`src/rtl/core/e2c_pkg.sv`:
```
package e2c_pkg;

  // Face size in texels and fixed-point angle constants (Q16 radians)
  localparam int FACE_TEXELS = 1024;
  localparam int FX_ONE     = 65536;
  localparam int FX_PI      = 205887;
  localparam int FX_HALF_PI = 102944;
  localparam int FX_TWO_PI  = 411775;
  localparam int SIZE_MAX   = 16384;
  localparam int SQRT_STEPS = 17;
  localparam int CORDIC_STEPS = 16;

  // Reciprocals for the normalizing divides, scaled by 2^39
  localparam logic [22:0] RECIP_U = 23'((64'd1 << 39) / FX_TWO_PI);
  localparam logic [22:0] RECIP_V = 23'((64'd1 << 39) / FX_PI);

  // Configuration register indexes
  localparam logic REG_SOURCE_WIDTH  = 1'b0;
  localparam logic REG_SOURCE_HEIGHT = 1'b1;

  // One vector of a CORDIC in flight
  typedef struct packed {
    logic signed [27:0] a;
    logic signed [27:0] b;
    logic signed [19:0] ang;
  } vec_t;

  // Square-root chain stage contents
  typedef struct packed {
    logic               vld;
    logic               face_ok;
    logic signed [17:0] x;
    logic signed [17:0] y;
    logic signed [17:0] z;
    logic [33:0]        n;
    logic [17:0]        rem;
    logic [16:0]        root;
  } sq_stage_t;

  // CORDIC chain stage contents: longitude and latitude vectors
  typedef struct packed {
    logic vld;
    logic face_ok;
    vec_t th;
    vec_t ph;
  } cd_stage_t;

  // atan(2^-i) in Q16, rounded
  function automatic logic signed [19:0] atan_tab(input logic [3:0] i);
    logic signed [19:0] t;
    case (i)
      4'd0:  t = 20'sd51472;
      4'd1:  t = 20'sd30386;
      4'd2:  t = 20'sd16055;
      4'd3:  t = 20'sd8150;
      4'd4:  t = 20'sd4091;
      4'd5:  t = 20'sd2047;
      4'd6:  t = 20'sd1024;
      4'd7:  t = 20'sd512;
      4'd8:  t = 20'sd256;
      4'd9:  t = 20'sd128;
      4'd10: t = 20'sd64;
      4'd11: t = 20'sd32;
      4'd12: t = 20'sd16;
      4'd13: t = 20'sd8;
      4'd14: t = 20'sd4;
      4'd15: t = 20'sd2;
      default: t = 20'sd0;
    endcase
    return t;
  endfunction

  // Texel centre on the face in Q16, index clamped to the face edge
  function automatic logic [17:0] centre_coord(input logic [9:0] idx);
    logic [31:0] c;
    logic [31:0] t;
    c = (32'(idx) >= 32'(FACE_TEXELS)) ? 32'(FACE_TEXELS - 1) : 32'(idx);
    t = ((c << 1) + 32'd1) << 16;
    return 18'(t / FACE_TEXELS);
  endfunction

  // Pre-rotation into the right half plane
  function automatic vec_t cordic_start(input logic signed [27:0] b,
                                        input logic signed [27:0] a);
    vec_t v;
    v.a = a;
    v.b = b;
    v.ang = '0;
    if (a < 0) begin
      v.ang = (b >= 0) ? 20'(FX_PI) : -20'(FX_PI);
      v.a = -a;
      v.b = -b;
    end
    return v;
  endfunction

  // One vectoring iteration
  function automatic vec_t cordic_iter(input vec_t v, input logic [3:0] i);
    vec_t r;
    logic signed [27:0] da;
    logic signed [27:0] db;
    da = v.b >>> i;
    db = v.a >>> i;
    if (v.b < 0) begin
      r.a = v.a - da;
      r.b = v.b + db;
      r.ang = v.ang - atan_tab(i);
    end else begin
      r.a = v.a + da;
      r.b = v.b - db;
      r.ang = v.ang + atan_tab(i);
    end
    return r;
  endfunction

  // Effective image size: zero acts as one, large values saturate
  function automatic logic [14:0] eff_size(input logic [14:0] s);
    logic [14:0] e;
    if (s == '0) begin
      e = 15'd1;
    end else if (32'(s) > SIZE_MAX) begin
      e = 15'(SIZE_MAX);
    end else begin
      e = s;
    end
    return e;
  endfunction

endpackage

```
`src/rtl/core/e2c_sqrt_cell.sv`:
```
module e2c_sqrt_cell
  import e2c_pkg::*;
(
  input  logic      clk,
  input  logic      rst_n,
  input  logic      en,
  input  sq_stage_t d,
  output sq_stage_t q
);

  sq_stage_t q_r, q_nxt;
  logic [19:0] rem2;
  logic [19:0] trial;

  // One result bit per cell: bring down two radicand bits, try subtract
  always_comb begin
    rem2  = {d.rem, d.n[33:32]};
    trial = {1'b0, d.root, 2'b01};
    q_nxt = d;
    q_nxt.n = {d.n[31:0], 2'b00};
    if (rem2 >= trial) begin
      q_nxt.rem  = 18'(rem2 - trial);
      q_nxt.root = {d.root[15:0], 1'b1};
    end else begin
      q_nxt.rem  = rem2[17:0];
      q_nxt.root = {d.root[15:0], 1'b0};
    end
  end

  always_ff @(posedge clk) begin
    if (!rst_n) begin
      q_r.vld <= 1'b0;
    end else if (en) begin
      q_r <= q_nxt;
    end
  end

  assign q = q_r;

endmodule

```
`config.mk`:
```
export PLATFORM = sky130hd
export DESIGN_NAME = e2c_sqrt_cell
export DESIGN_NICKNAME = d
export VERILOG_FILES = /design/src/rtl/core/e2c_pkg.sv /design/src/rtl/core/e2c_sqrt_cell.sv
export SDC_FILE = /design/constraint.sdc
export NUM_CORES = 1
export LEC_CHECK = 0
export ABC_AREA = 1
export BUFFER_PORTS_ARGS = -buffer_cell sky130_fd_sc_hd__clkbuf_2
export CAP_MARGIN = 20
export CORE_MARGIN = 4
export CORE_UTILIZATION = 35
export CTS_CLUSTER_DIAMETER = 80
export DETAILED_ROUTE_END_ITERATION = 6
export GPL_TIMING_DRIVEN = 0
export PLACE_DENSITY_LB_ADDON = 0.05
export RECOVER_POWER = 50
export SKIP_CTS_REPAIR_TIMING = 1
export SYNTH_ARGS = -nofsm -noshare
export SYNTH_HDL_FRONTEND = slang
export SYNTH_SLANG_ARGS = --single-unit
export TNS_END_PERCENT = 50
```
`constraint.sdc`:
```
create_clock -name clk -period 3.8 [get_ports clk]
set_clock_uncertainty 0.1 [all_clocks]
set_input_delay 0.19 -clock clk [delete_from_list [all_inputs] [get_ports clk]]
set_output_delay 0.19 -clock clk [all_outputs]
set_load 0.02 [all_outputs]
```
==> results.md, run 1 <==
Logic synthesis:
- The share of cell area taken by muxes after synthesis is 0%.
- The dominant combinational cell family by area after synthesis is simple AND/OR/NAND/NOR gates.
- The synthesized netlist cell count is 413.
- The share of synthesized flip-flops with an asynchronous set or reset is 0%.
- The most used flip-flop cell after synthesis is sky130_fd_sc_hd__edfxtp_1.
- The number of library cell types mapped by synthesis is 26.
- Of the total synthesized cell area, the portion taken by full adders, half adders and majority gates is under 10%.
- The synthesis-stage register bit count is 123.
- Of all cell types, the one taking the most synthesized area is sky130_fd_sc_hd__edfxtp_1.
- The count of flip-flops with a built-in enable after synthesis is 122.
- By instance count, the leading cell after synthesis is sky130_fd_sc_hd__nand2_1.
- The share of the synthesized area in the top cell type is 71.41%.
- The commonest cells after synthesis are sky130_fd_sc_hd__nand2_1 (127), sky130_fd_sc_hd__edfxtp_1 (122), sky130_fd_sc_hd__inv_1 (55).
- The synthesized-area fraction occupied by and/or/nand/nor cells is 14.27%.
- Sequential cells were found to cover between 70% and 80% of the synthesized design area.
- By area the synthesized netlist is led by sky130_fd_sc_hd__edfxtp_1 (71%), sky130_fd_sc_hd__nand2_1 (9.3%), sky130_fd_sc_hd__ha_1 (4.6%).
- Averaged over all synthesized cells, the footprint is 12.42 um2.
- The post-synthesis share of cell area spent on xor and xnor gates is roughly 1.9%.
- During synthesis, Yosys emitted a total of 0 warnings.
- The synthesized netlist devotes 2.195% of its cell area to compound gates.
- After synthesis the cells add up to around 5100 um2.

Routing:
- After detailed routing, no signal wire sits above met4.
- In the routed design, unresolved DRC markers number 0.
- For this block, the via count after detailed routing is 4300.
- The met3 layer wire length in the routed design is 1.161 mm.
- The number of vias per cell after detailed routing is 4.330.
- The initial detailed-routing violation count is 198.
- The total length of routed wires is 14.82 mm.
- The met1 wire length is ~6.0 mm.
- The length of the first detailed-routing pass in iterations is 4.
- The average routed wire per standard cell is roughly 15 um.
- The detail route stage leaves a number of antenna-violating nets equal to 0.
- In the detailed route, the total length drawn on met2 is 7.418 mm.

CTS:
- The TritonCTS clock tree is built.
- The CTS buffer count is 17.
- The clock net in this run drives a total of 123 sinks.
- After clock tree synthesis, the clock-pin slew on the worst setup and hold paths is 0.05 ns.
- The maximum clock insertion buffer count is 2.
- The root buffer cell chosen for the clock tree is sky130_fd_sc_hd__clkbuf_16.
- For the worst-skew pair, the clock arrives at the later sink with an insertion delay of 0.41 ns.
- The depth of the CTS H-tree is 4.

Layout:
- The number of flip-flops in the largest register is about 120.
- The number of nets in the layout is 948.
- The number of antenna diodes in the final layout is 0.
- Measured on the finished design, the core utilization comes to between 50% and 60%.
- The fraction of final layout cells with drive strength greater than 1 is 27.31%.
- With fillers left out, the area of the finished cells amounts to 8328 um2.
- The filler cell count in the final layout is 1258.
- The layout-stage area growth over the synthesis result is 62.34%.

Placed design:
- At the placement stage, the worst setup path has a slack of 1.723 ns.
- The post-detailed-placement half-perimeter wirelength is around 11 mm.
- The congestion estimate from routability-driven global placement came to 0.8696.
- Buffers placed on the I/O ports in this run total 250.
- In this run the cell area measured after placement is 6643 um2.

Power:
- For this design the ratio of total power to cell area is between 400 and 500 nW/um2.
- For this design the total switching power over the nets is 974.7 uW.
- In this run the static leakage power is ~3.7 nW.
- The switching power share of the total is 24.77%.
- The cell-internal power is 2.960 mW.
- The design draws 3.935 mW.
- The sequential group share of total power is 41.6%.
- Combinational logic is responsible for 16.2% of the overall power.
- IR analysis of the VDD net gives a maximum drop of 0.2440 mV.
- The clock network power share is 42.2%.

Die:
- The initial core utilization is 36.39%.
- The area enclosed by the die boundary is 16660 um2.
- The die outline width is 129.1 um.
- The total number of placement rows is 43.
- The floorplan step defined a core boundary enclosing ~14000 um2.
- The y dimension of the die is 129.1 um.
- Pin placement for this block handled between 200 and 300 I/O pins.

STA:
- The time the worst path needs with I/O delays and setup is around 2.6 ns.
- The number of endpoints failing setup at the final stage is 0.
- Setup repair after global routing left no endpoint under its margin.
- For the pin with the worst max-slew slack, the measured transition is 1.219 ns.
- Measured against its own limit, the worst slew margin works out to between 10% and 20%.
- Timing would allow up to 0.3900 GHz.
- The tightest hold path in the finished design has a slack of -0.01998 ns.
- The final-report max-slew violation count is 0.
- The share of the clock period used by the worst path after layout is 67.47%.
- The number of endpoints with negative hold slack in the final report was 3.
- The final worst slack is 1.236 ns.

GRT:
- The first global-routing pass estimated 20.27 mm of wire.
- Entering global routing, the biggest net connects 98 pins.
- After global routing the overflow that remains totals 0.
- The number of global-route vias before repair is 3748.
- Global routing consumed, over all layers together, 16.21% of the routing resources.
- The initial antenna violation count came to 0.

Setup path:
- The critical path goes through dlygate4sd3_1 > clkbuf_1 > nand2_1 > clkinvlp_2 > buf_16.
- The number of buffer and inverter instances along the worst setup path is 4.
- The class of the most critical setup path is primary input to flop.
- Among all stages on the critical path, the largest delay is contributed by sky130_fd_sc_hd__clkinvlp_2.
- At the worst endpoint, the arrival time is between 2 and 3 ns.
- Along the worst path, the maximum fanout reaches 97.
- The family with the most delay on the worst path is buffers and inverters.
- The critical path capture point type is a flop.
- The kind of start point of the critical path is a primary input.
- The data required time at the worst endpoint is ~3.8 ns.
- The largest stage delay on the critical path is 0.93 ns.

Worst hold path:
- The worst hold-check path type is primary input to flop.

Run status:
- The checks that failed: hold timing.
- The flow ran to the end, but the final reports show violations.

Job:
- The number of maximum-capacitance constraint violations is 0.
[routing by layer]
layer | track usage, % | vias to the layer above
met2 | 26.77 | 165
li1 | - | 2162
met3 | 6.513 | 24
met4 | 6.115 | 0
met5 | 0 | -
met1 | 19.10 | 1949
[cell type report]
type	count	area (um2)	area share, %
flip-flops and latches	123	3684	44.23
repair buffers	368	2361	28.35
multi-input cells	228	1185	14.23
clock buffers	19	432.9	5.198
well taps	180	225.2	2.704
inverters	58	221.5	2.659
clock inverters	12	173.9	2.088
plain buffers	5	45.04	0.5409
[worst paths after layout]
kind | startpoint | to | slack [ns] | cells past startpoint
worst max-delay path | en | q[10]$_DFFE_PP_ | 1.24 | 5
worst min-delay path | d[32] | q[34]$_DFFE_PP_ | -0.02 | 3
worst max register to register | q[124]$_SDFFE_PN0P_ | q[124]$_SDFFE_PN0P_ | 2.53 | 3
worst min register to register | q[124]$_SDFFE_PN0P_ | q[124]$_SDFFE_PN0P_ | 0.99 | 3
[placed cells by master (no fill, tap or decap), drive strengths merged, types with 2 or more instances in the layout]
master	count
conb	2
o21ai	6
nand3	17
nand3b	6
bufinv	4
buf	6
xor2	9
a21oi	15
clkinvlp	3
inv	57
edfxtp	122
nand2	130
clkbuf	269
ha	19
nor2	20
clkinv	6
dlygate4sd3	117
[power by group through the flow]
stage | clock (mW) | sequential [mW] | combinational (mW)
after global placement | 0 | 1.67 | 0.548
after floorplan | 0 | 1.80 | 0.203
after detailed placement | 0 | 1.66 | 0.555
after global routing | 1.77 | 1.65 | 0.702
after CTS | 1.70 | 1.64 | 0.558
final | 1.66 | 1.64 | 0.639
[cells by family (layout without fill, tap and decap cells)]
| kind of cell | count (synthesis) | count (layout) |
|---|---|---|
| AND/OR/NAND/NOR | 175 | 175 |
| flip-flops | 123 | 123 |
| buffers and inverters | 63 | 462 |
| AO/OA/AOI/OAI | 22 | 22 |
| adder cells (fa/ha/maj) | 19 | 19 |
| XOR/XNOR | 10 | 10 |
| other | 1 | 2 |
[per-stage QoR]
| stage | std cells | TNS (ns) | hold WS, ns |
|---|---|---|---|
| after floorplan | 414 | 0 | 0.1835 |
| after global placement | 844 | -47.91 | 0.2674 |
| after detailed placement | 845 | 0 | 0.2686 |
| after CTS | 876 | 0 | -0.1718 |
| after global routing | 993 | 0 | 0.004035 |
| final | 993 | 0 | -0.01998 |
[worst register-to-register path, stage by stage (launching register included)]
cell	delay, ns
sky130_fd_sc_hd__dfxtp_1	0.31
sky130_fd_sc_hd__o21ai_0	0.16
sky130_fd_sc_hd__a21oi_1	0.05
sky130_fd_sc_hd__dlygate4sd3_1	0.55
Note: power is estimated with default switching activity, not from simulation.
==> run 2: changes to the inputs <==
==> constraint.sdc (replaced) <==
create_clock -name clk -period 2.13 [get_ports clk]
set_clock_uncertainty 0.1 [all_clocks]
set_input_delay 0.1065 -clock clk [delete_from_list [all_inputs] [get_ports clk]]
set_output_delay 0.1065 -clock clk [all_outputs]
set_load 0.02 [all_outputs]
==> results.md, run 2 (same netlist as run 1, synthesis figures left out) <==
Setup path:
- The launching point of the worst reg2reg path is q[124]$_SDFFE_PN0P_ (unchanged).
- The worst endpoint data arrival time is 1.63 ns (was 2.54 ns).
- The endpoint of the worst-slack reg-to-reg timing path is q[124]$_SDFFE_PN0P_ (unchanged).
- The register-to-register setup slack came to 0.83 ns (was 2.53 ns).
- The critical-path maximum fanout is 10 (was 97).
- The critical path capture point type is a flop (unchanged).
- The last element of the critical path is q[22]$_DFFE_PP_ (was q[10]$_DFFE_PP_).
- The origin of the worst setup path was d[0] (was en).
- The class of the most critical setup path is primary input to flop (unchanged).
- The data required time at the worst endpoint is 2.19 ns (was 3.78 ns).
- The kind of start point of the critical path was a primary input (unchanged).
- The path depth of the worst reg2reg path came to 3 (unchanged).

GRT:
- The pin count of the biggest net entering global routing is 46 (was 98).
- The total global-route track usage is 16.38% (was 16.21%).
- The initial antenna violation count is 1 (was 0).
- The number of global-route vias before repair was 3854 (was 3748).
- The wire length of the first global-routing pass is 20.54 mm (was 20.27 mm).
- The global-route congestion overflow total is 0 (unchanged).

Power:
- The clock network power share is 41.1% (was 42.2%).
- The switching power total is 1.731 mW (was 974.7 uW).
- The power density over the cells is 825.1 nW/um2 (was 472.5 nW/um2).
- The switching power share of the total is 25.13% (was 24.77%).
- The sequential group share of total power was 42.4% (was 41.6%).
- The maximum vdd drop is 0.4653 mV (was 0.2440 mV).
- The relative contribution of combinational cells to total power is 16.5% (was 16.2%).
- The total power consumption of the routed design is 6.889 mW (was 3.935 mW).
- The cell-internal power is 5.158 mW (was 2.960 mW).
- The leakage power figure came to 3.684 nW (was 3.739 nW).

Layout:
- The filler cell count in the final layout is 1277 (was 1258).
- The fraction of final layout cells with drive strength greater than 1 was 24.18% (was 27.31%).
- The antenna diode count is 0 (unchanged).
- Highest-count cells in the layout ignoring fill and taps: sky130_fd_sc_hd__clkbuf_2 (151), sky130_fd_sc_hd__nand2_1 (126), sky130_fd_sc_hd__dlygate4sd3_1 (122), sky130_fd_sc_hd__edfxtp_1 (122), sky130_fd_sc_hd__clkbuf_1 (99) (was sky130_fd_sc_hd__clkbuf_2 (179), sky130_fd_sc_hd__nand2_1 (127), sky130_fd_sc_hd__edfxtp_1 (122)).
- The number of flip-flops in the largest register was 123 (unchanged).
- The layout-stage area growth over the synthesis result is 62.76% (was 62.34%).
- The number of nets in the layout is 954 (was 948).
- The most common cell after layout, fill and taps aside was sky130_fd_sc_hd__clkbuf_2 (unchanged).

Die:
- The area enclosed by the die boundary is 16660 um2 (unchanged).
- The initial core utilization was 36.39% (unchanged).
- The y dimension of the die is 129.1 um (unchanged).
- The boundary pin count was 253 (unchanged).
- The total number of placement rows is 43 (unchanged).
- The total core area is 14100 um2 (unchanged).
- The die outline width is 129.1 um (unchanged).

CTS:
- The CTS buffer count is 17 (unchanged).
- The maximum clock insertion buffer count came to 2 (unchanged).
- The clock-pin slew on the worst setup and hold paths is 0.06 ns (was 0.05 ns).
- The count of clock tree sinks came to 123 (unchanged).
- The depth of the CTS H-tree is 4 (unchanged).
- The cell at the root of the clock tree is sky130_fd_sc_hd__clkbuf_16 (unchanged).
- The TritonCTS clock tree is built (unchanged).
- The clock latency at the later pin of the worst-skew pair was 0.41 ns (about the same).

STA:
- For this run, the top clock speed supported by timing is 0.6368 GHz.
- The final-report max-slew violation count is 0 (unchanged).
- The tightest slew margin relative to the limit is 42.49% (was 18.28%).
- The transition at the pin with the smallest max-transition slack was 0.8608 ns (was 1.219 ns).
- Dividing the final minimum period by the clock period gives 73.72%.
- The number of endpoints with negative hold slack in the final report came to 0 (was 3).
- The number of endpoints failing setup at the final stage is 0 (unchanged).
- After layout, the minimum clock period comes to 1.570 ns.
- The final total negative setup slack was 0 ns (unchanged).
- Setup repair after global routing missed its margin: false (unchanged).

Routing:
- The number of vias per cell after detailed routing was 4.343 (was 4.330).
- The average routed wire per standard cell is 15.03 um (was 14.92 um).
- The initial detailed-routing violation count is 180 (was 198).
- The final antenna-violating net count is 0 (unchanged).
- The total length of routed wires was 15.01 mm (was 14.82 mm).
- The number of remaining DRC errors is 0 (unchanged).
- The via total after detailed routing is 4339 (was 4300).
- The length of the first detailed-routing pass in iterations came to 4 (unchanged).

Worst hold path:
- The worst hold-check path type is primary input to flop (unchanged).

Run status:
- Run status: finished, final reports clean (was finished with violations).

Placed design:
- The number of I/O port buffers is 250 (unchanged).
- The final weighted congestion in routability-driven placement was 0.8871 (was 0.8696).
- The post-detailed-placement half-perimeter wirelength was 10.99 mm (was 10.80 mm).

Job:
- The number of maximum-capacitance constraint violations is 0 (unchanged).
==> run 2: cell types whose count changed in the layout (fill, tap and decap cells not counted), sizes merged <==
cell,change
clkinv,+3
buf,+2
dlygate4sd3,+5
clkinvlp,-1
bufinv,-1
clkbuf,-2
==> run 2: how the worst min path moves through the flow <==
stage	startpoint	endpoint	slack [ns]	cells after the start
CTS	d[110]	q[110]$_DFFE_PP_	-0.25	1
finish	d[68]	q[18]$_DFFE_PP_	0.06	3
global placement	d[106]	q[106]$_DFFE_PP_	0.18	1
detailed placement	d[80]	q[80]$_DFFE_PP_	0.19	1
floorplan	en	q[124]$_SDFFE_PN0P_	0.1	1
global route	d[68]	q[18]$_DFFE_PP_	0.12	3
==> run 2: final cells by class <==
type / count / area [um2] / share of cell area (%)
well taps: 180 / 225.2 / 2.697
clock inverters: 13 / 152.6 / 1.828
clock buffers: 18 / 429.2 / 5.140
multi-input cells: 228 / 1201 / 14.39
inverters: 58 / 224.0 / 2.682
flip-flops and latches: 123 / 3684 / 44.12
plain buffers: 5 / 45.04 / 0.5395
repair buffers: 374 / 2389 / 28.61
==> run 2: stage by stage <==
step	std cells	utilization (%)	hold WS (ns)	setup slack, ns	instance area (um2)
final	999	59.23	0.06139	0.5597	8349
after global routing	999	59.23	0.1210	0.3608	8349
after CTS	877	51.45	-0.2537	0.5745	7252
after detailed placement	846	47.32	0.1851	0.1349	6670
after global placement	844	47.04	0.1827	-1.264	6630
after floorplan	414	-	0.09996	-0.2976	5154
==> run 2: worst max-delay path, stage by stage <==
cell                       delay [ns]
sky130_fd_sc_hd__clkbuf_1        0.09
sky130_fd_sc_hd__inv_1           0.05
sky130_fd_sc_hd__ha_1            0.35
sky130_fd_sc_hd__nand2_1         0.07
sky130_fd_sc_hd__inv_1           0.07
sky130_fd_sc_hd__nand2_1         0.05
sky130_fd_sc_hd__nand2_1         0.14
sky130_fd_sc_hd__nand2_1         0.11
sky130_fd_sc_hd__nand3b_4        0.10
sky130_fd_sc_hd__nand2_2         0.07
sky130_fd_sc_hd__nand2_4         0.08
sky130_fd_sc_hd__inv_4           0.06
sky130_fd_sc_hd__buf_6           0.15
sky130_fd_sc_hd__nand2_1         0.07
sky130_fd_sc_hd__nand2_1         0.05
==> run 2: power groups by stage <==
| stage | registers, mW | clock network, mW | logic, mW |
|---|---|---|---|
| 3_5_place_dp | 2.97 | 0 | 0.997 |
| 2_1_floorplan | 3.20 | 0 | 0.364 |
| 5_1_grt | 2.94 | 3.03 | 1.26 |
| 3_3_place_gp | 2.97 | 0 | 0.980 |
| 4_1_cts | 2.92 | 2.91 | 1.00 |
| 6_report | 2.92 | 2.83 | 1.14 |
==> run 2: per-layer routing <==
layer	GRT usage, %	routed length [um]	vias to the layer above
met3	6.265	1244	18
li1	-	-	2176
met1	19.23	5890	1978
met5	0	20	-
met2	27.80	7663	165
met4	5.250	191	2
