==> src/rtl/core/e2c_pkg.sv <==
package e2c_pkg;

  // Face size in texels and fixed-point angle constants (Q16 radians)
  localparam int FACE_TEXELS = 1024;
  localparam int FX_ONE     = 65536;
  localparam int FX_PI      = 205887;
  localparam int FX_HALF_PI = 102944;
  localparam int FX_TWO_PI  = 411775;
  localparam int SIZE_MAX   = 16384;
  localparam int SQRT_STEPS = 17;
  localparam int CORDIC_STEPS = 16;

  // Reciprocals for the normalizing divides, scaled by 2^39
  localparam logic [22:0] RECIP_U = 23'((64'd1 << 39) / FX_TWO_PI);
  localparam logic [22:0] RECIP_V = 23'((64'd1 << 39) / FX_PI);

  // Configuration register indexes
  localparam logic REG_SOURCE_WIDTH  = 1'b0;
  localparam logic REG_SOURCE_HEIGHT = 1'b1;

  // One vector of a CORDIC in flight
  typedef struct packed {
    logic signed [27:0] a;
    logic signed [27:0] b;
    logic signed [19:0] ang;
  } vec_t;

  // Square-root chain stage contents
  typedef struct packed {
    logic               vld;
    logic               face_ok;
    logic signed [17:0] x;
    logic signed [17:0] y;
    logic signed [17:0] z;
    logic [33:0]        n;
    logic [17:0]        rem;
    logic [16:0]        root;
  } sq_stage_t;

  // CORDIC chain stage contents: longitude and latitude vectors
  typedef struct packed {
    logic vld;
    logic face_ok;
    vec_t th;
    vec_t ph;
  } cd_stage_t;

  // atan(2^-i) in Q16, rounded
  function automatic logic signed [19:0] atan_tab(input logic [3:0] i);
    logic signed [19:0] t;
    case (i)
      4'd0:  t = 20'sd51472;
      4'd1:  t = 20'sd30386;
      4'd2:  t = 20'sd16055;
      4'd3:  t = 20'sd8150;
      4'd4:  t = 20'sd4091;
      4'd5:  t = 20'sd2047;
      4'd6:  t = 20'sd1024;
      4'd7:  t = 20'sd512;
      4'd8:  t = 20'sd256;
      4'd9:  t = 20'sd128;
      4'd10: t = 20'sd64;
      4'd11: t = 20'sd32;
      4'd12: t = 20'sd16;
      4'd13: t = 20'sd8;
      4'd14: t = 20'sd4;
      4'd15: t = 20'sd2;
      default: t = 20'sd0;
    endcase
    return t;
  endfunction

  // Texel centre on the face in Q16, index clamped to the face edge
  function automatic logic [17:0] centre_coord(input logic [9:0] idx);
    logic [31:0] c;
    logic [31:0] t;
    c = (32'(idx) >= 32'(FACE_TEXELS)) ? 32'(FACE_TEXELS - 1) : 32'(idx);
    t = ((c << 1) + 32'd1) << 16;
    return 18'(t / FACE_TEXELS);
  endfunction

  // Pre-rotation into the right half plane
  function automatic vec_t cordic_start(input logic signed [27:0] b,
                                        input logic signed [27:0] a);
    vec_t v;
    v.a = a;
    v.b = b;
    v.ang = '0;
    if (a < 0) begin
      v.ang = (b >= 0) ? 20'(FX_PI) : -20'(FX_PI);
      v.a = -a;
      v.b = -b;
    end
    return v;
  endfunction

  // One vectoring iteration
  function automatic vec_t cordic_iter(input vec_t v, input logic [3:0] i);
    vec_t r;
    logic signed [27:0] da;
    logic signed [27:0] db;
    da = v.b >>> i;
    db = v.a >>> i;
    if (v.b < 0) begin
      r.a = v.a - da;
      r.b = v.b + db;
      r.ang = v.ang - atan_tab(i);
    end else begin
      r.a = v.a + da;
      r.b = v.b - db;
      r.ang = v.ang + atan_tab(i);
    end
    return r;
  endfunction

  // Effective image size: zero acts as one, large values saturate
  function automatic logic [14:0] eff_size(input logic [14:0] s);
    logic [14:0] e;
    if (s == '0) begin
      e = 15'd1;
    end else if (32'(s) > SIZE_MAX) begin
      e = 15'(SIZE_MAX);
    end else begin
      e = s;
    end
    return e;
  endfunction

endpackage

==> src/rtl/core/e2c_cordic_cell.sv <==
module e2c_cordic_cell
  import e2c_pkg::*;
(
  input  logic       clk,
  input  logic       rst_n,
  input  logic       en,
  input  logic [3:0] stage,
  input  cd_stage_t  d,
  output cd_stage_t  q
);

  cd_stage_t q_r, q_nxt;

  // Same iteration on the longitude and latitude vectors
  always_comb begin
    q_nxt = d;
    q_nxt.th = cordic_iter(d.th, stage);
    q_nxt.ph = cordic_iter(d.ph, stage);
  end

  always_ff @(posedge clk) begin
    if (!rst_n) begin
      q_r.vld <= 1'b0;
    end else if (en) begin
      q_r <= q_nxt;
    end
  end

  assign q = q_r;

endmodule

==> config.mk <==
export PLATFORM = sky130hd
export DESIGN_NAME = e2c_cordic_cell
export DESIGN_NICKNAME = d
export VERILOG_FILES = /design/src/rtl/core/e2c_pkg.sv /design/src/rtl/core/e2c_cordic_cell.sv
export SDC_FILE = /design/constraint.sdc
export NUM_CORES = 1
export LEC_CHECK = 0
export ABC_CLOCK_PERIOD_IN_PS = 16300
export BUFFER_PORTS_ARGS = -buffer_cell sky130_fd_sc_hd__buf_4
export CAP_MARGIN = 20
export CELL_PAD_IN_SITES_DETAIL_PLACEMENT = 0
export CELL_PAD_IN_SITES_GLOBAL_PLACEMENT = 2
export CORE_AREA = 2 2 234 236
export DETAILED_ROUTE_END_ITERATION = 7
export DIE_AREA = 0 0 236 238
export HOLD_SLACK_MARGIN = 0.03
export PLACE_DENSITY = 0.95
export SLEW_MARGIN = 5
export SYNTH_ARGS = -nofsm -noshare
export SYNTH_HDL_FRONTEND = slang
export SYNTH_SLANG_ARGS = --single-unit
export TNS_END_PERCENT = 50
==> constraint.sdc <==
create_clock -name clk -period 16.3 [get_ports clk]
set_clock_uncertainty 0.15 [all_clocks]
set_input_delay 3.26 -clock clk [delete_from_list [all_inputs] [get_ports clk]]
set_output_delay 3.26 -clock clk [all_outputs]
set_load 0.02 [all_outputs]
==> out/qor.yml, run 1 <==
outcome:
  run_status: "completed"
cells_and_area:
  final_nets: 2916
  largest_register_ffs: 154
  drive_above_1_share_pct: 20.3
  layout.filler_cells: 5153
  area_delta_synth_final_pct: 16.0
setup_path:
  worstSetupEndpointType: "flip-flop"
  worstPathBufferInverterCount: 3
  cp_max_fo: 64
  arrival_ns: 10.17
  critical_path.cell_chain: "buf_6 -> buf_4 -> buf_4 -> mux4_2 -> mux2_2 -> or4_1 -> a21oi_1 -> a21oi_1 -> xor2_1 -> ha_1 -> o21a_1 -> o21a_1 -> o211ai_1 -> a2111oi_0 -> o21ai_0 -> a21oi_1 -> a211o_1 -> o31a_1 -> xor2_1"
  worst_path_largest_cell_delay_ns: 0.86
  cell_with_the_largest_stage_delay_on_the_worst_path: "sky130_fd_sc_hd__a2111oi_0"
  startpoint_type: "primary input"
  worst_path_dominant_cell_family: "compound AO/OA/AOI/OAI gates"
  timing.critical_path.mode_cell: "sky130_fd_sc_hd__a21oi_1"
  crit_required_ns: 16.40
  crit_path_category: "primary input to flip-flop"
routing:
  ant_nets: 0
  drt-wirelength-per-cell_um: 22.2
  drtPass1Iterations: 5
  vias: 19800
  detail_route.drc_violations: 0
  detail_route.wirelength_um: 73000
  viasPerCell: 6.01
  drt-initial-drc-count: 1637
pwr:
  power.share.clock_pct: 18.7
  switchingPower_w: 0.000899
  p_leak_nw: 10.1
  power_density_mw_per_mm2: 87.8
  power_report.internal_total_w: 0.00126
  sequential_cell_fraction_of_total_power_pct: 26.1
  max-vdd-ir-drop_mv: 0.0915
  swShare_pct: 41.6
  share_comb_of_total_power_pct: 55.1
synth:
  synth_sequential_area_ratio_pct: 21.7
  number_of_flops_mapped_to_enable_cells_by_yosys: 153
  count_of_state_elements_after_synthesis: 154
  yosysUniqueCellTypes: 87
  syn_area_per_cell_um2: 9.08
  top_reg_cell_synth: "sky130_fd_sc_hd__edfxtp_1"
  syn_inst: 2339
  post_synth_instance_area_mm2: 0.0212
  synth_top_area_cell: "sky130_fd_sc_hd__edfxtp_1"
  synth-warning-count: 0
  synth_fp_nets: 2672
  synth.top_cell.area_share_pct: 21.6
  ys_async_sr_fraction_pct: 0
  post_synth_main_area_contributors: "sky130_fd_sc_hd__edfxtp_1, sky130_fd_sc_hd__mux4_2, sky130_fd_sc_hd__ha_1"
place:
  place_ws_ns: 5.83
  buffer_ports.inserted: 314
  dpl.hpwl_um: 57800
  place_congestion: 0.923
sta:
  achievable-frequency_mhz: 99.3
  slew_headroom_pct: 30.4
  final.setup.worst_slack_ns: 6.23
  timing_worst_slew_pin_value_ns: 1.04
  final.period_utilization_pct: 61.8
  finalHoldViolations: 0
  rsz_0062_raised_after_global_routing: "no"
  setup-tns-final_ns: 0
  post-route-min-period_ns: 10.07
  total_setup_violations_reported_at_the_end_of_the_flow: 0
  maxSlewViolCount: 0
clock_network:
  clk_path_buf_depth: 2
  clk_latency_ns: 0.50
  post-cts-setup-buffers: 0
  cts_hold_buffers: 0
  cts_made_buffers: 17
  clock-sinks: 154
  cts.htree.levels: 4
  post_cts_resized: 0
  cts_tree: "yes"
  worst_setup_hold_path_clk_slew_ns: 0.07
  clock-root-buffer: "sky130_fd_sc_hd__clkbuf_16"
global_routing:
  first_global_vias: 19300
  grt_max_degree: 71
  antenna_found_initial: 1
  global_route.usage.total_pct: 25.6
  grt_pass1_wl_um: 111000
  global_route.overflow_total: 0
floorplan:
  placement_rows: 85
  design.core.area_mm2: 0.0535
  die_y_um: 238
  start_util_pct: 39.7
  die_width_um: 236
  io-pin-count: 315
  dieArea_mm2: 0.0562
hold_path:
  worst_hold_path_type: "flip-flop to flip-flop"
job:
  maxCapViolCount: 0
## final timing paths
path              cells after the start      from      to  slack (ns)
hold reg to reg                       2    q[153]  q[153]        0.42
setup reg to reg                      2    q[153]  q[153]       15.52
setup / recovery                     19  stage[0]  q[122]        6.23
hold / removal                        2    q[153]  q[153]        0.42
## per-layer routing
metal	share of wire (%)	track usage, %	vias to the layer above
li1	-	-	9397
met1	41	31.1	9484
met2	48	43.9	749
met3	5.8	3.92	147
met4	5.1	13.6	0
met5	0	0	-
## cells in the final DEF (no fill, tap or decap), drive strengths merged, types with 17 or more instances in the layout
| master | count |
|---|---|
| buf | 334 |
| nand2 | 222 |
| a21oi | 206 |
| nor2 | 198 |
| ha | 166 |
| edfxtp | 153 |
| xnor2 | 146 |
| o21ai | 137 |
| mux4 | 126 |
| inv | 86 |
| nor3 | 83 |
| mux2i | 78 |
| xor2 | 68 |
| nand3 | 45 |
| a21o | 44 |
| mux2 | 39 |
| a31oi | 31 |
| o21a | 30 |
| nor2b | 29 |
| and2 | 29 |
| a211oi | 26 |
| and3 | 25 |
| o211ai | 21 |
| nand2b | 20 |
| or3 | 20 |
| a21boi | 18 |
| clkbuf | 18 |
| o21bai | 17 |
## area by class of cell
type	count	area, µm²	area share [%]
inverters	81	304	1.23
diodes	1	2.50	0.0102
multi-input cells	1995	15800	64.0
clock buffers	18	429	1.74
flip-flops and latches	154	4610	18.7
clock inverters	14	139	0.564
well taps	696	871	3.54
repair buffers	334	2510	10.2
## stage by stage
step           instances  hold WS, ns  power (W)  utilization [%]  cell area [µm²]
2_1_floorplan       2339        0.439    0.00140                -            21200
3_3_place_gp        3259        0.352    0.00175             45.0            24100
3_5_place_dp        3259        0.411    0.00176             45.0            24100
4_1_cts             3291        0.422    0.00217             46.0            24600
5_1_grt             3292        0.439    0.00230             46.0            24600
6_report            3293        0.421    0.00216             46.0            24600
## power by group through the flow
stage	registers, W	clock network (W)	logic (W)
after CTS	0.000567	0.000416	0.00119
after global routing	0.000572	0.000429	0.00130
after detailed placement	0.000574	0	0.00118
after global placement	0.000573	0	0.00118
after floorplan	0.000655	0	0.000747
final	0.000566	0.000405	0.00119
## cell usage after synthesis (all sizes together) (26+ instances only)
cell / count
mux2: 39
a211oi: 26
ha: 166
o21a: 30
nor2b: 29
and2: 29
clkbuf: 39
a21oi: 206
nand2: 222
nor3: 83
mux4: 126
buf: 70
o21ai: 137
xnor2: 146
a21o: 44
xor2: 68
inv: 80
edfxtp: 153
mux2i: 78
nand3: 45
a31oi: 31
nor2: 198
## logic make-up after synthesis
logic type,Yosys count,share of synthesized area [%]
adder cells (fa/ha/maj),172,10.3
XOR/XNOR,215,8.93
AO/OA/AOI/OAI,636,18.9
multiplexers,243,19.7
flip-flops,154,21.7
AND/OR/NAND/NOR,729,16.3
buffers and inverters,190,4.08
## worst register-to-register path, cell delays in order (launching register included)
cell and delay, ns:
sky130_fd_sc_hd__dfxtp_1 0.32, sky130_fd_sc_hd__mux2i_1 0.13, sky130_fd_sc_hd__nor2b_1 0.07
(Power assumes the default switching activity.)
==> inputs of run 2 (changes only) <==
--- a/config.mk
+++ b/config.mk
@@ -5,16 +5,16 @@
 export SDC_FILE = /design/constraint.sdc
 export NUM_CORES = 1
 export LEC_CHECK = 0
-export ABC_CLOCK_PERIOD_IN_PS = 16300
+export ABC_CLOCK_PERIOD_IN_PS = 9500
 export BUFFER_PORTS_ARGS = -buffer_cell sky130_fd_sc_hd__buf_4
 export CAP_MARGIN = 20
 export CELL_PAD_IN_SITES_DETAIL_PLACEMENT = 0
 export CELL_PAD_IN_SITES_GLOBAL_PLACEMENT = 2
-export CORE_AREA = 2 2 234 236
+export CORE_AREA = 2 2 243 245
 export DETAILED_ROUTE_END_ITERATION = 7
-export DIE_AREA = 0 0 236 238
+export DIE_AREA = 0 0 245 247
 export HOLD_SLACK_MARGIN = 0.03
-export PLACE_DENSITY = 0.95
+export PLACE_DENSITY = 0.91
 export SLEW_MARGIN = 5
 export SYNTH_ARGS = -nofsm -noshare
 export SYNTH_HDL_FRONTEND = slang
==> constraint.sdc (replaced) <==
create_clock -name clk -period 9.5 [get_ports clk]
set_clock_uncertainty 0.15 [all_clocks]
set_input_delay 1.9 -clock clk [delete_from_list [all_inputs] [get_ports clk]]
set_output_delay 1.9 -clock clk [all_outputs]
set_load 0.02 [all_outputs]
==> out/qor.yml, run 2 (synthesis gave the netlist of run 1 again) <==
cells_and_area:
  final_common_cell: "sky130_fd_sc_hd__buf_4"
  drive_above_1_share_pct: 20.5  # +0.19 points
  antenna_cells: 0  # -1
  final_cell_area_mm2: 0.0248  # +0.64%
  final_nets: 2921  # +0.17%
  largest_register_ffs: 154  # unchanged
  area_delta_synth_final_pct: 16.7
  layout.cells.most_common_list: "sky130_fd_sc_hd__buf_4, sky130_fd_sc_hd__nand2_1, sky130_fd_sc_hd__a21oi_1"
setup_path:
  startpoint_type: "primary input"
  cp_max_fo: 79  # +23%
  worstPathBufferInverterCount: 2  # -1
  worst_path_largest_cell_delay_ns: 0.82  # -0.04 ns
  crit_path_category: "primary input to flip-flop"
  arrival_ns: 8.34  # -1.83 ns
  worst_path_dominant_cell_family: "compound AO/OA/AOI/OAI gates"
  crit_required_ns: 9.72  # -6.68 ns
  cell_with_the_largest_stage_delay_on_the_worst_path: "sky130_fd_sc_hd__a2111oi_0"
  critical_path.cell_chain: "buf_4 -> buf_4 -> mux4_2 -> mux2i_1 -> nand3_1 -> a221oi_1 -> and2_1 -> a21oi_1 -> xor2_1 -> ha_1 -> and2_1 -> nand4_1 -> or2_2 -> a2111oi_0 -> o21ai_0 -> a21o_1 -> a211o_1 -> nand3_1"
  worstSetupEndpointType: "flip-flop"
routing:
  viasPerCell: 5.94  # -1.1%
  vias: 20000  # +1.3%
  drt-wirelength-per-cell_um: 22.4  # +0.95%
  detail_route.drc_violations: 0  # unchanged
  detail_route.wirelength_um: 75500  # +3.4%
  drtPass1Iterations: 6  # +1
  ant_nets: 0  # unchanged
  drt-initial-drc-count: 1629  # -0.49%
clock_network:
  cts_tree: "yes"
  cts.htree.levels: 4  # unchanged
  clock-root-buffer: "sky130_fd_sc_hd__clkbuf_16"
  clk_path_buf_depth: 2  # unchanged
  clock-sinks: 154  # unchanged
  worst_setup_hold_path_clk_slew_ns: 0.07  # about the same
  post-cts-setup-buffers: 0  # unchanged
  cts_made_buffers: 17  # unchanged
  post_cts_resized: 0  # unchanged
  cts_hold_buffers: 0  # unchanged
  clk_latency_ns: 0.50  # about the same
sta:
  finalHoldViolations: 0  # unchanged
  slew_headroom_pct: 24.1  # -6.3 points
  final.setup.worst_slack_ns: 1.38  # -4.85 ns
  timing.hold.ws_ns: 0.381  # -0.0397 ns
  setup-tns-final_ns: 0  # unchanged
  post-route-min-period_ns: 8.12
  timing_worst_slew_pin_value_ns: 1.13  # +0.0866 ns
  final.period_utilization_pct: 85.4
  total_setup_violations_reported_at_the_end_of_the_flow: 0  # unchanged
  achievable-frequency_mhz: 123
  rsz_0062_raised_after_global_routing: "no"
  maxSlewViolCount: 0  # unchanged
place:
  place_congestion: 0.939  # +1.7%
  buffer_ports.inserted: 314  # unchanged
  place_ws_ns: 1.13  # -4.71 ns
  dpl.hpwl_um: 59500  # +2.9%
  placedInstanceArea_mm2: 0.0242  # +0.75%
pwr:
  post-layout-total-power_w: 0.00372  # +72%
  power_density_mw_per_mm2: 150  # +71%
  max-vdd-ir-drop_mv: 0.147  # +61%
  p_leak_nw: 10.1  # +0.35%
floorplan:
  io-pin-count: 315  # unchanged
  die_width_um: 245  # +3.8%
  die_y_um: 247  # +3.8%
  start_util_pct: 36.5  # -3.2 points
  dieArea_mm2: 0.0605  # +7.7%
  design.core.area_mm2: 0.0582  # +8.9%
  placement_rows: 89  # +4.7%
job:
  maxCapViolCount: 0  # unchanged
hold_path:
  worst_hold_path_type: "flip-flop to flip-flop"
global_routing:
  global_route.overflow_total: 0  # unchanged
  first_global_vias: 19500  # +0.74%
  antenna_found_initial: 1  # unchanged
  grt_pass1_wl_um: 114000  # +2.9%
  grt_max_degree: 130  # +83%
  global_route.usage.total_pct: 24.7  # -0.92 points
outcome:
  run_status: "completed"
run 2: stage by stage:
| stage | std cells | utilization (%) |
|---|---|---|
| 5_1_grt | 3374 | 42.6 |
| 2_1_floorplan | 2339 | - |
| 6_report | 3374 | 42.6 |
| 4_1_cts | 3374 | 42.6 |
| 3_5_place_dp | 3342 | 41.6 |
| 3_3_place_gp | 3342 | 41.6 |
run 2: layout make-up:
type	count	area, µm²
multi-input cells	1995	15800
fillers	5713	33400
clock inverters	15	129
flip-flops and latches	154	4610
inverters	81	304
well taps	773	967
clock buffers	17	425
repair buffers	339	2590
run 2: per-layer routing:
metal | part of all wire [%] | up-vias | track usage [%]
li1 | - | 9399 | -
met1 | 39 | 9616 | 29.0
met2 | 49 | 860 | 43.3
met3 | 7.0 | 160 | 4.79
met4 | 4.8 | 2 | 11.6
met5 | 0.013 | - | 0
run 2: final timing paths:
path	from	end	slack, ns	cells past startpoint
worst max-delay path	stage[2]	q[150]	1.38	18
worst max register to register	q[153]	q[153]	8.76	2
worst min register to register	q[153]	q[153]	0.38	2
worst min-delay path	q[153]	q[153]	0.38	2
run 2: worst min-delay path, delay by kind of cell, from the launching register on:
| kind | cells | cell delay (ns) |
|---|---|---|
| flip-flops | 1 | 0.31 |
| multiplexers | 1 | 0.12 |
| AND/OR/NAND/NOR | 1 | 0.06 |
run 2: where the power goes:
group          switching, W  leakage (nW)  internal, W
logic               0.00119          8.42     0.000869
registers         0.0000384          1.45     0.000938
clock network      0.000344         0.266     0.000342
total               0.00157          10.1      0.00215
==> inputs of run 3 (changes only) <==
==> constraint.sdc (replaced) <==
create_clock -name clk -period 9.5 [get_ports clk]
set_clock_uncertainty 0.15 [all_clocks]
set_input_delay 0.95 -clock clk [delete_from_list [all_inputs] [get_ports clk]]
set_output_delay 0.95 -clock clk [all_outputs]
set_load 0.02 [all_outputs]
==> out/qor.yml, run 3 (synthesis gave the netlist of run 1 again) <==
setup_path:
  arrival_ns: 7.08  # -1.26 ns
  startpoint_type: "primary input"
  crit_required_ns: 9.59  # -0.13 ns
  crit_path_category: "primary input to flip-flop"
  worst_r2r_startpoint: "q[153]"
  timing.rr.end: "q[153]"
  cp_max_fo: 86  # +8.9%
  r2r_slack_ns: 8.75  # about the same
  worstSetupEndpointType: "flip-flop"
  reg2regPathDepth: 2  # unchanged
place:
  dpl.hpwl_um: 59800  # +0.53%
  buffer_ports.inserted: 314  # unchanged
  place_congestion: 0.971  # +3.5%
  place_ws_ns: 1.92  # +0.794 ns
clock_network:
  clock-sinks: 154  # unchanged
  cts_made_buffers: 17  # unchanged
  cts.htree.levels: 4  # unchanged
  post_cts_resized: 0  # unchanged
  post-cts-setup-buffers: 0  # unchanged
  clock-root-buffer: "sky130_fd_sc_hd__clkbuf_16"
  worst_setup_hold_path_clk_slew_ns: 0.07  # about the same
  cts_tree: "yes"
  cts_hold_buffers: 0  # unchanged
  clk_path_buf_depth: 2  # unchanged
  clk_latency_ns: 0.49  # about the same
routing:
  detail_route.wirelength_um: 76000  # +0.67%
  ant_nets: 0  # unchanged
  drt-initial-drc-count: 1696  # +4.1%
  vias: 19900  # -0.80%
  drt-wirelength-per-cell_um: 22.5  # +0.79%
  detail_route.drc_violations: 0  # unchanged
  viasPerCell: 5.90  # -0.68%
  drtPass1Iterations: 6  # unchanged
hold_path:
  hold_path_endpoint: "q[153]"
  worst_hold_path_type: "flip-flop to flip-flop"
  hold_path_startpoint: "q[153]"
  whs_path_depth: 2  # unchanged
pwr:
  p_leak_nw: 10.1  # -0.20%
  post-layout-total-power_w: 0.00372  # about the same
  power_density_mw_per_mm2: 150  # +0.23%
  max-vdd-ir-drop_mv: 0.153  # +4.0%
cells_and_area:
  final_common_cell: "sky130_fd_sc_hd__buf_4"
  largest_register_ffs: 154  # unchanged
  layout.cells.most_common_list: "sky130_fd_sc_hd__buf_4, sky130_fd_sc_hd__nand2_1, sky130_fd_sc_hd__a21oi_1"
  drive_above_1_share_pct: 20.3  # -0.15 points
  area_delta_synth_final_pct: 16.4
  final_nets: 2916  # -0.17%
  layout.filler_cells: 5741  # +0.49%
sta:
  maxSlewViolCount: 0  # unchanged
  final.setup.worst_slack_ns: 2.51  # +1.13 ns
  setup-tns-final_ns: 0  # unchanged
  finalHoldViolations: 0  # unchanged
  achievable-frequency_mhz: 143  # +16%
  slew_headroom_pct: 32.5  # +8.4 points
  final.period_utilization_pct: 73.6  # -12 points
  post-route-min-period_ns: 6.99  # -1.13 ns
  timing_worst_slew_pin_value_ns: 0.999  # -0.128 ns
  rsz_0062_raised_after_global_routing: "no"
  total_setup_violations_reported_at_the_end_of_the_flow: 0  # unchanged
  timing.hold.ws_ns: 0.385  # +0.00412 ns
job:
  maxCapViolCount: 0  # unchanged
floorplan:
  design.core.area_mm2: 0.0582  # unchanged
  die_y_um: 247  # unchanged
  die_width_um: 245  # unchanged
  placement_rows: 89  # unchanged
  start_util_pct: 36.5  # unchanged
  io-pin-count: 315  # unchanged
  dieArea_mm2: 0.0605  # unchanged
global_routing:
  first_global_vias: 19500  # -0.062%
  global_route.usage.total_pct: 24.7  # +0.034 points
  antenna_found_initial: 1  # unchanged
  grt_max_degree: 94  # -28%
  grt_pass1_wl_um: 114000  # -0.17%
  global_route.overflow_total: 0  # unchanged
outcome:
  run_status: "completed"
[run 3: cell count changes in the layout (fill, tap and decap cells not counted), sizes merged]
cell      delta
buf          -5
clkbuf       +1
diode        +1
inv          +1
clkinvlp     -3
clkinv       +1
[run 3: cell type report]
cell class | instances | area, µm² | share of cell area [%]
inverters | 81 | 304 | 1.23
diodes | 1 | 2.50 | 0.0101
multi-input cells | 1995 | 15800 | 63.7
flip-flops and latches | 154 | 4610 | 18.7
clock inverters | 14 | 125 | 0.506
repair buffers | 334 | 2530 | 10.2
clock buffers | 18 | 429 | 1.74
well taps | 773 | 967 | 3.91
[run 3: layer usage]
| layer | track usage, % | vias to the layer above | share of wire, % |
|---|---|---|---|
| li1 | - | 9394 | - |
| met1 | 29.2 | 9533 | 39 |
| met2 | 43.7 | 807 | 50 |
| met3 | 4.35 | 141 | 6.5 |
| met4 | 11.3 | 2 | 4.4 |
| met5 | 0 | - | 0.021 |
[run 3: how the worst max path moves through the flow]
stage            end      from  cells after the start
2_1_floorplan  q[95]  stage[1]                     25
3_3_place_gp   q[46]  stage[0]                     17
3_5_place_dp   q[44]  stage[0]                     18
4_1_cts        q[44]  stage[0]                     18
5_1_grt        q[44]  stage[0]                     18
6_report       q[44]  stage[0]                     18
[run 3: worst max-delay path: stages]
cell and delay (ns):
sky130_fd_sc_hd__clkbuf_8 0.66, sky130_fd_sc_hd__buf_4 0.61, sky130_fd_sc_hd__mux4_1 0.65, sky130_fd_sc_hd__mux2_2 0.29, sky130_fd_sc_hd__nor4_1 0.37, sky130_fd_sc_hd__o21ai_1 0.16, sky130_fd_sc_hd__nor4b_2 0.52, sky130_fd_sc_hd__a21oi_1 0.16
sky130_fd_sc_hd__xor2_1 0.18, sky130_fd_sc_hd__ha_1 0.33, sky130_fd_sc_hd__a21o_1 0.19, sky130_fd_sc_hd__a21oi_1 0.13, sky130_fd_sc_hd__o21ai_0 0.11, sky130_fd_sc_hd__a2111oi_0 0.67, sky130_fd_sc_hd__a311oi_1 0.20, sky130_fd_sc_hd__a2111oi_0 0.57
sky130_fd_sc_hd__nor2_1 0.15, sky130_fd_sc_hd__xor2_1 0.17
[run 3: stage by stage]
step | utilization (%) | cells | cell area, µm²
CTS | 42.5 | 3369 | 24700
global placement | 41.5 | 3336 | 24200
floorplan | - | 2339 | 21200
finish | 42.5 | 3370 | 24700
detailed placement | 41.5 | 3337 | 24200
global route | 42.5 | 3369 | 24700
[run 3: report_power, final]
group	total [W]	switching, W	internal, W	leakage [nW]
clock	0.000687	0.000342	0.000345	0.278
sequential	0.000978	0.0000398	0.000938	1.45
combinational	0.00205	0.00119	0.000864	8.39
total	0.00372	0.00157	0.00215	10.1
